### src/hw/rtl/hfcc_pkg.sv
// Package for the half-float classify/compare block: field widths, class bit
// positions and the class mask function. No dependencies.
package hfcc_pkg;

   localparam int ValueWidth = 16;
   localparam int ClassWidth = 14;

   typedef logic [ValueWidth-1:0] value_type;
   typedef logic [ClassWidth-1:0] class_type;

   typedef struct packed {
      value_type left_half;
      value_type right_half;
   } req_type;

   typedef struct packed {
      class_type   left_class;
      class_type   right_class;
      logic [1:0]  total_order;
      logic        same_value;
      logic        op_equal;
      logic        op_less;
      logic        op_less_equal;
      logic        op_greater;
      logic        op_greater_equal;
   } rsp_type;

   localparam logic [1:0] OrderEqual   = 2'b00;
   localparam logic [1:0] OrderGreater = 2'b01;
   localparam logic [1:0] OrderLess    = 2'b11;

   localparam logic [4:0] ExpAllOnes = 5'h1F;
   localparam logic [4:0] ExpBias    = 5'd15;

   // Class mask of one binary16 pattern.
   function automatic class_type half_class(input value_type v);
      logic [4:0]  expo;
      logic [9:0]  man;
      logic        neg, finite, nan, inf, zero, normal, subn;
      logic        isint, even, pow2;
      logic [4:0]  u;
      logic [10:0] sig;
      logic [10:0] fracmask;
      logic [10:0] shifted;
      logic [3:0]  sh;
      class_type   r;
      expo   = v[14:10];
      man    = v[9:0];
      neg    = v[15];
      finite = expo != ExpAllOnes;
      nan    = !finite && man != '0;
      inf    = !finite && man == '0;
      zero   = v[14:0] == '0;
      normal = finite && expo != '0;
      subn   = expo == '0 && man != '0;
      u      = expo - ExpBias;
      sig    = {1'b1, man};
      sh     = 4'd10 - u[3:0];
      fracmask = (11'd1 << sh) - 11'd1;
      shifted  = sig >> sh;
      isint = 1'b0;
      even  = 1'b0;
      if (zero) begin
         isint = 1'b1;
         even  = 1'b1;
      end else if (normal && expo >= ExpBias) begin
         if (u >= 5'd10) begin
            isint = 1'b1;
            even  = (u >= 5'd11) || !sig[0];
         end else begin
            isint = (sig & fracmask) == '0;
            even  = !shifted[0];
         end
      end
      pow2 = !neg && ((normal && man == '0) ||
                      (subn && (man & (man - 10'd1)) == '0));
      r = '0;
      r[0]  = finite;
      r[1]  = nan;
      r[2]  = inf;
      r[3]  = inf && !neg;
      r[4]  = inf && neg;
      r[5]  = normal;
      r[6]  = subn;
      r[7]  = zero;
      r[8]  = neg;
      r[9]  = isint;
      r[10] = isint && even;
      r[11] = isint && !even;
      r[12] = pow2;
      r[13] = nan || zero;
      return r;
   endfunction

endpackage

### src/hw/rtl/hfcc_if.sv
// Valid/ready channel carrying one payload struct.
// The payload type is a parameter; it does not depend on hfcc_pkg.
interface hfcc_if #(parameter type payload_type = logic) ();
   logic        valid;
   logic        ready;
   payload_type payload;
   modport source (output valid, output payload, input ready);
   modport sink   (input valid, input payload, output ready);
endinterface

### src/hw/rtl/hfcc_compare.sv
// Comparison logic for two binary16 patterns: total order, same value and
// the IEEE relations. Depends on hfcc_pkg.
module hfcc_compare (
   input  hfcc_pkg::value_type left_half,
   input  hfcc_pkg::value_type right_half,
   output logic [1:0]          total_order,
   output logic                same_value,
   output logic                op_equal,
   output logic                op_less,
   output logic                op_greater
);
   import hfcc_pkg::*;

   logic        an, bn, anyn, both_zero;
   logic signed [15:0] ka, kb;
   logic        lt, gt, eq;

   assign an = left_half[14:10] == ExpAllOnes && left_half[9:0] != '0;
   assign bn = right_half[14:10] == ExpAllOnes && right_half[9:0] != '0;
   assign anyn = an || bn;
   assign both_zero = (left_half[14:0] | right_half[14:0]) == '0;
   // signed-magnitude to ordered key; both zeros map to 0
   assign ka = left_half[15] ? -$signed({1'b0, left_half[14:0]})
                             : $signed({1'b0, left_half[14:0]});
   assign kb = right_half[15] ? -$signed({1'b0, right_half[14:0]})
                              : $signed({1'b0, right_half[14:0]});
   assign lt = ka < kb;
   assign gt = ka > kb;
   assign eq = ka == kb;

   always_comb begin
      if (an && bn)  total_order = OrderEqual;
      else if (an)   total_order = OrderLess;
      else if (bn)   total_order = OrderGreater;
      else if (lt)   total_order = OrderLess;
      else if (gt)   total_order = OrderGreater;
      else           total_order = OrderEqual;
   end

   assign same_value = left_half == right_half || both_zero || (an && bn);
   assign op_equal   = !anyn && eq;
   assign op_less    = !anyn && lt;
   assign op_greater = !anyn && gt;
endmodule

### src/hw/rtl/half_float_classify_compare.sv
// Top level: binary16 classify and compare with registered input and output.
// Depends on hfcc_pkg, hfcc_if and hfcc_compare.
//
//   channel | ports | direction | payload
//   req     | req   | sink      | left_half, right_half
//   rsp     | rsp   | source    | left_class .. op_greater_equal
//
// From req to rsp each transaction passes an input register, then the class
// and compare logic into the result register. One transaction per cycle is
// sustained while rsp is ready. Stages advance when the next one is empty or
// being drained, so a stalled rsp holds both stages. Reset clears valid bits.
module half_float_classify_compare (
   input logic clock,
   input logic reset,
   hfcc_if.sink   req,
   hfcc_if.source rsp
);
   import hfcc_pkg::*;

   logic       in_vld_ff, in_vld_in;
   req_type    in_data_ff;
   logic       out_vld_ff, out_vld_in;
   rsp_type    out_data_ff, out_data_in;
   logic       out_adv, in_adv;
   logic [1:0] order;
   logic       same, eq, lt, gt;

   assign out_adv = !out_vld_ff || rsp.ready;
   assign in_adv  = !in_vld_ff || out_adv;
   assign req.ready = in_adv;

   assign in_vld_in  = in_adv ? req.valid : in_vld_ff;
   assign out_vld_in = out_adv ? in_vld_ff : out_vld_ff;

   hfcc_compare u_cmp (
      .left_half   (in_data_ff.left_half),
      .right_half  (in_data_ff.right_half),
      .total_order (order),
      .same_value  (same),
      .op_equal    (eq),
      .op_less     (lt),
      .op_greater  (gt)
   );

   always_comb begin
      out_data_in.left_class       = half_class(in_data_ff.left_half);
      out_data_in.right_class      = half_class(in_data_ff.right_half);
      out_data_in.total_order      = order;
      out_data_in.same_value       = same;
      out_data_in.op_equal         = eq;
      out_data_in.op_less          = lt;
      out_data_in.op_greater       = gt;
      out_data_in.op_less_equal    = lt || eq;
      out_data_in.op_greater_equal = gt || eq;
   end

   always_ff @(posedge clock) begin
      if (reset) begin
         in_vld_ff  <= 1'b0;
         out_vld_ff <= 1'b0;
      end else begin
         in_vld_ff  <= in_vld_in;
         out_vld_ff <= out_vld_in;
      end
      if (in_adv && req.valid) in_data_ff <= req.payload;
      if (out_adv && in_vld_ff) out_data_ff <= out_data_in;
   end

   assign rsp.valid   = out_vld_ff;
   assign rsp.payload = out_data_ff;
endmodule
### src/flat_wrapper.sv
// flat-port wrapper written by rule: the top's interface ports become plain ports
module half_float_classify_compare_flat import hfcc_pkg::*;
  (clock, reset, req_valid, req_payload, req_ready, rsp_valid, rsp_payload, rsp_ready);
  hfcc_if req_i ();
  hfcc_if rsp_i ();
  input logic clock;
  input logic reset;
  input wire logic [$bits(req_i.valid)-1:0] req_valid;
  input wire logic [$bits(req_i.payload)-1:0] req_payload;
  output wire logic [$bits(req_i.ready)-1:0] req_ready;
  output wire logic [$bits(rsp_i.valid)-1:0] rsp_valid;
  output wire logic [$bits(rsp_i.payload)-1:0] rsp_payload;
  input wire logic [$bits(rsp_i.ready)-1:0] rsp_ready;
  assign req_i.valid = req_valid;
  assign req_i.payload = req_payload;
  assign req_ready = req_i.ready;
  assign rsp_valid = rsp_i.valid;
  assign rsp_payload = rsp_i.payload;
  assign rsp_i.ready = rsp_ready;
  half_float_classify_compare u_core (.clock(clock), .reset(reset), .req(req_i), .rsp(rsp_i));
endmodule
### config.mk
export PLATFORM = sky130hd
export DESIGN_NAME = half_float_classify_compare_flat
export DESIGN_NICKNAME = d
export VERILOG_FILES = /design/src/hw/rtl/hfcc_pkg.sv /design/src/hw/rtl/hfcc_if.sv /design/src/hw/rtl/hfcc_compare.sv /design/src/hw/rtl/half_float_classify_compare.sv /design/src/flat_wrapper.sv
export SDC_FILE = /design/constraint.sdc
export NUM_CORES = 1
export LEC_CHECK = 0
export BUFFER_PORTS_ARGS = -buffer_cell sky130_fd_sc_hd__clkbuf_2
export CORE_AREA = 2 2 39 41
export CTS_CLUSTER_DIAMETER = 80
export DETAILED_ROUTE_END_ITERATION = 6
export DIE_AREA = 0 0 41 43
export GPL_ROUTABILITY_DRIVEN = 0
export PLACE_DENSITY = 0.3
export SYNTH_ARGS = -nofsm -noshare
export SYNTH_HDL_FRONTEND = slang
export SYNTH_SLANG_ARGS = --single-unit
### constraint.sdc
create_clock -name clock -period 1.14 [get_ports clock]
set_input_delay 0.171 -clock clock [delete_from_list [all_inputs] [get_ports clock]]
set_output_delay 0.171 -clock clock [all_outputs]
set_load 0.005 [all_outputs]
# Word level (Yosys, flattened, before mapping)
# Index checks and enable logic that the tools add are counted.
[op_classes]
reduce_logical = 8
n_lt_le_gt_ge = 1
[ops]
columns = ["cell", "n"]
rows = [
  ["zero test 16 bit", 1],
  ["logical OR 1 bit", 3],
  ["logical AND 1 bit", 2],
  ["zero test 1 bit", 2],
  ["greater-than comparator 1 bit (first input constant)", 1],
]
[word_totals]
inputBits = 5
regBits = 4
output_inout_bits = 3
wordCells = 13

# Longest topological paths before layout
[logic_depth]
ltp_word = 4
ltp_mapped = 2
ltp_nobuf = 2

# Modules after synthesis
# From an unflattened synthesis, not the netlist that was laid out.
[hier_totals]
cells_unflattened = 210
hier_area_um2 = 1624.1
[by_module_without_submodules]
columns = ["module", "area_each_um2", "cells_per_inst", "n_inst"]
rows = [
  ["hfcc_compare", 1450.1, 196, 1],
  ["half_float_classify_compare", 173.9, 14, 1],
]

# Worst setup path before layout
# No wires, ideal clock.
[synth_path]
kind = "register -> register"
startpoint = "register u_core.out_vld_ff (netlist: u_core.rsp.valid)"
endpoint = "register u_core.out_data_ff, in the netlist u_core.rsp.payload (enable)"
stages_incl_launch_ff = 3
n_path_buf = 0
t_arrival_ns = 0.644
path_slack_ns = 0.254
setup_ns = 0.242
period_less_slack_ns = 0.886
required_ns = 0.898
path_cell_list = "dfxtp_1 -> nand2b_1 -> and2_2"
[synth_between]
elab_chain_len = 3
[synth_lines]
columns = ["item", "line_no", "text"]
rows = [
  ["from (decl)", "half_float_classify_compare.sv:22", "logic out_vld_ff, out_vld_in;"],
  ["from (signal assigned)", "half_float_classify_compare.sv:63", "out_vld_ff <= out_vld_in;"],
  ["zero test 1 bit", "half_float_classify_compare.sv:28", "assign out_adv = !out_vld_ff || rsp.ready;"],
  ["logical OR 1 bit", "half_float_classify_compare.sv:28", ""],
  ["logical AND 1 bit", "half_float_classify_compare.sv:66", "if (out_adv && in_vld_ff) out_data_ff <= out_data_in;"],
  ["to (signal assigned)", "half_float_classify_compare.sv:66", ""],
  ["to (decl)", "half_float_classify_compare.sv:23", "rsp_type out_data_ff, out_data_in;"],
]
# No other way between the ends.
# A chain may end at the register's enable or synchronous reset.

# Final worst setup path
[layout_path]
startpoint = "register u_core.out_vld_ff (netlist: u_core.rsp.valid)"
endpoint = "output req_ready"
[layout_between]
elab_chain_len = 3
[layout_lines]
columns = ["item", "line_no", "text"]
rows = [
  ["zero test 1 bit", "half_float_classify_compare.sv:28", ""],
  ["logical OR 1 bit", "half_float_classify_compare.sv:28", ""],
  ["logical OR 1 bit", "half_float_classify_compare.sv:29", "assign in_adv = !in_vld_ff || out_adv;"],
  ["to (decl)", "flat_wrapper.sv:10", "output wire logic [$bits(req_i.ready)-1:0] req_ready;"],
]
# No other way between the ends.

==> flow_summary.ini <==
[job]
max_cap_violations = 0

[clocking]
numClockSinks = 4
cts-resized-gates = 0
ctsHoldBuffers = 0
root_buffer = clkbuf_4
cts_buffer_depth = 2
postCtsSetupRepairBufs = 0
clock_latency_ps = 250
cts_tree = done
clkTransAtPathRegs_ps = 50
cts_buffers = 3
htreeDepth = 1

[setup_path]
r2r_slack_ps = 250
cp_max_fo = 3
path_class = reg -> out
cp-end-kind = primary output
reg2reg_to = u_core.rsp.payload$_DFFE_PP_
cp_data_arrival_time_ps = 850
reg2reg_depth = 2
cp-start-kind = register
crit_required_ps = 970
rr_startpoint = u_core.rsp.valid$_SDFFE_PP0P_

[drt]
drt-wirelength-per-cell_um = 8.33
antenna_left = 0
drc = 0
drt-total-wl_um = 333
num_vias = 131
via_per_inst = 3.28
first_iter_violations = 1
drtPass1Iterations = 2

[timing]
worstMarginPinSlew_ps = 158
final.period_utilization_pct = 89.2
period_needed_ps = 1020
max_slew_margin_pct = 89.5
setup_tns_ps = 0
hold_viol_final = 0
fin_skew_ps = 10.8
fmax_ghz = 0.983
setup_viol = 0
finalMaxSlewViolations = 0
rsz0062_at_grt = false

[synthesis]
synth.net_count = 18
ys_top_cells_by_count = inv_1, dfxtp_1, edfxtp_1
synth_compound_area_share_pct = 8.21
synth_fa_ha_area_share_pct = 0
ys_seq_area_share_pct = 59.7
syn_area_per_cell_um2 = 12.9
yosysMostFrequentCell = inv_1
synth_edf_count = 2
synthArstFlopShare_pct = 0
syn_inst = 13
synthSimpleGateAreaFrac_pct = 25.4
ys_ff_latch = 4
yosysTopAreaCellShare_pct = 35.8
synthesis.area_um2 = 168
ys.flop_type = edfxtp_1
synthDistinctLibCells = 9
synth_top_area_cell = edfxtp_1
synthMuxAreaShare_pct = 0
synth_area_leaders = edfxtp_1, dfxtp_1, nand3b_4
synthesis.yosys.warnings = 0
synth_top_family_by_area = simple AND/OR/NAND/NOR gates
synth-xor-area-share_pct = 0

[final_layout]
fin_nets = 30
antennaDiodeCount = 0
nFillCells = 162
syn2layout_area_growth_pct = 48.5
drive_gt1_share_pct = 58.3

[power_and_ir_drop]
clockPowerShare_pct = 51.8
p_per_area_nw_per_um2 = 1600
switching_share_pct = 22.3
vdd_ir_drop_max_mv = 0.295
p_total_uw = 398
leakage_nw = 0.131
netSwitchingPower_uw = 88.8
comb_power_share_pct = 6.6
power.internal_uw = 309
seq_power_share_pct = 41.6

[placed_design]
io_buffer_count = 7

[global_routing]
grt_usage_pct = 6.52
grt_max_degree = 4
grt_pass1_vias = 122
antenna_found_initial = 0
grt_first_pass_wirelength_um = 552
grt_overflow = 0

[die]
dieArea_um2 = 1760
num_rows = 14
num_io_pins = 8
die_height_um = 43
die_width_um = 41
start_util_pct = 12.1
core_um2 = 1380

[outcome]
status = finished, final reports clean

[worst_hold_path]
holdPathEnd = u_core.in_data_ff[0]$_DFFE_PP_
worstHoldPathCells = 1
hold_path_class = in -> reg
worstHoldStart = req_payload
==> registers in the layout (all words and copies together) (netlist names) <==
name and count:
u_core.in_vld_ff 1, u_core.in_data_ff 1, u_core.rsp.payload 1, u_core.rsp.valid 1
==> worst max path at each step <==
stage	startpoint	to	slack, ps	cells after the start
finish	u_core.rsp.valid$_SDFFE_PP0P_	req_ready	120	2
global route	u_core.rsp.valid$_SDFFE_PP0P_	req_ready	80	2
CTS	u_core.rsp.valid$_SDFFE_PP0P_	req_ready	100	2
detailed placement	u_core.rsp.valid$_SDFFE_PP0P_	u_core.rsp.payload$_DFFE_PP_	240	2
global placement	u_core.rsp.valid$_SDFFE_PP0P_	u_core.rsp.payload$_DFFE_PP_	260	2
floorplan	u_core.rsp.valid$_SDFFE_PP0P_	u_core.rsp.payload$_DFFE_PP_	250	2
==> through the flow <==
step	utilization, %	hold slack, ps	std cells	instance area (um^2)	setup slack (ps)
2_1_floorplan	-	233	13	168	254
5_1_grt	18.0	70.5	40	249	76.3
4_1_cts	18.0	80.8	40	249	101
3_5_place_dp	16.1	350	36	223	235
6_report	18.0	94.0	40	249	123
3_3_place_gp	16.1	353	36	223	259
==> worst max-delay path, stage by stage, from the launching register on <==
cell and delay, ps:
dfxtp_1 380, nand3b_4 100, clkbuf_2 120
==> cell families after synthesis <==
| group | Yosys count |
|---|---|
| buffers and inverters | 3 |
| DFF | 4 |
| and+or+nand+nor | 4 |
| AOI/OAI and AO/OA | 2 |
==> placed cells by master, fill, tap and decap left out <==
cell type,n
inv_1,3
and2_4,1
clkbuf_4,3
nand2b_1,1
clkbuf_1,1
edfxtp_1,2
a21oi_2,1
dfxtp_1,2
and2_2,1
clkbuf_2,7
a21oi_1,1
nand3b_4,1
==> routing by layer <==
metal	global-route usage, %	vias up	part of all wire [%]
met5	0	-	0
li1	-	62	-
met2	5.94	7	43
met3	9.42	5	15
met4	10.0	0	9.9
met1	4.17	57	32
==> power by group through the flow <==
stage	sequential [mW]	clock [mW]	combinational, mW
2_1_floorplan	0.168	0	0.0130
6_report	0.166	0.206	0.0261
3_5_place_dp	0.168	0	0.0268
5_1_grt	0.166	0.239	0.0295
3_3_place_gp	0.168	0	0.0268
4_1_cts	0.166	0.220	0.0270
==> cell type report <==
class / instances / area, um^2 / area share, %
sequential: 4 / 100 / 40.2
multi-input combinational: 6 / 56.3 / 22.6
timing repair buffer: 7 / 35.0 / 14.1
clock buffer: 4 / 26.3 / 10.6
tap: 16 / 20.0 / 8.04
inverter: 3 / 11.3 / 4.52
(Power assumes the default switching activity.)
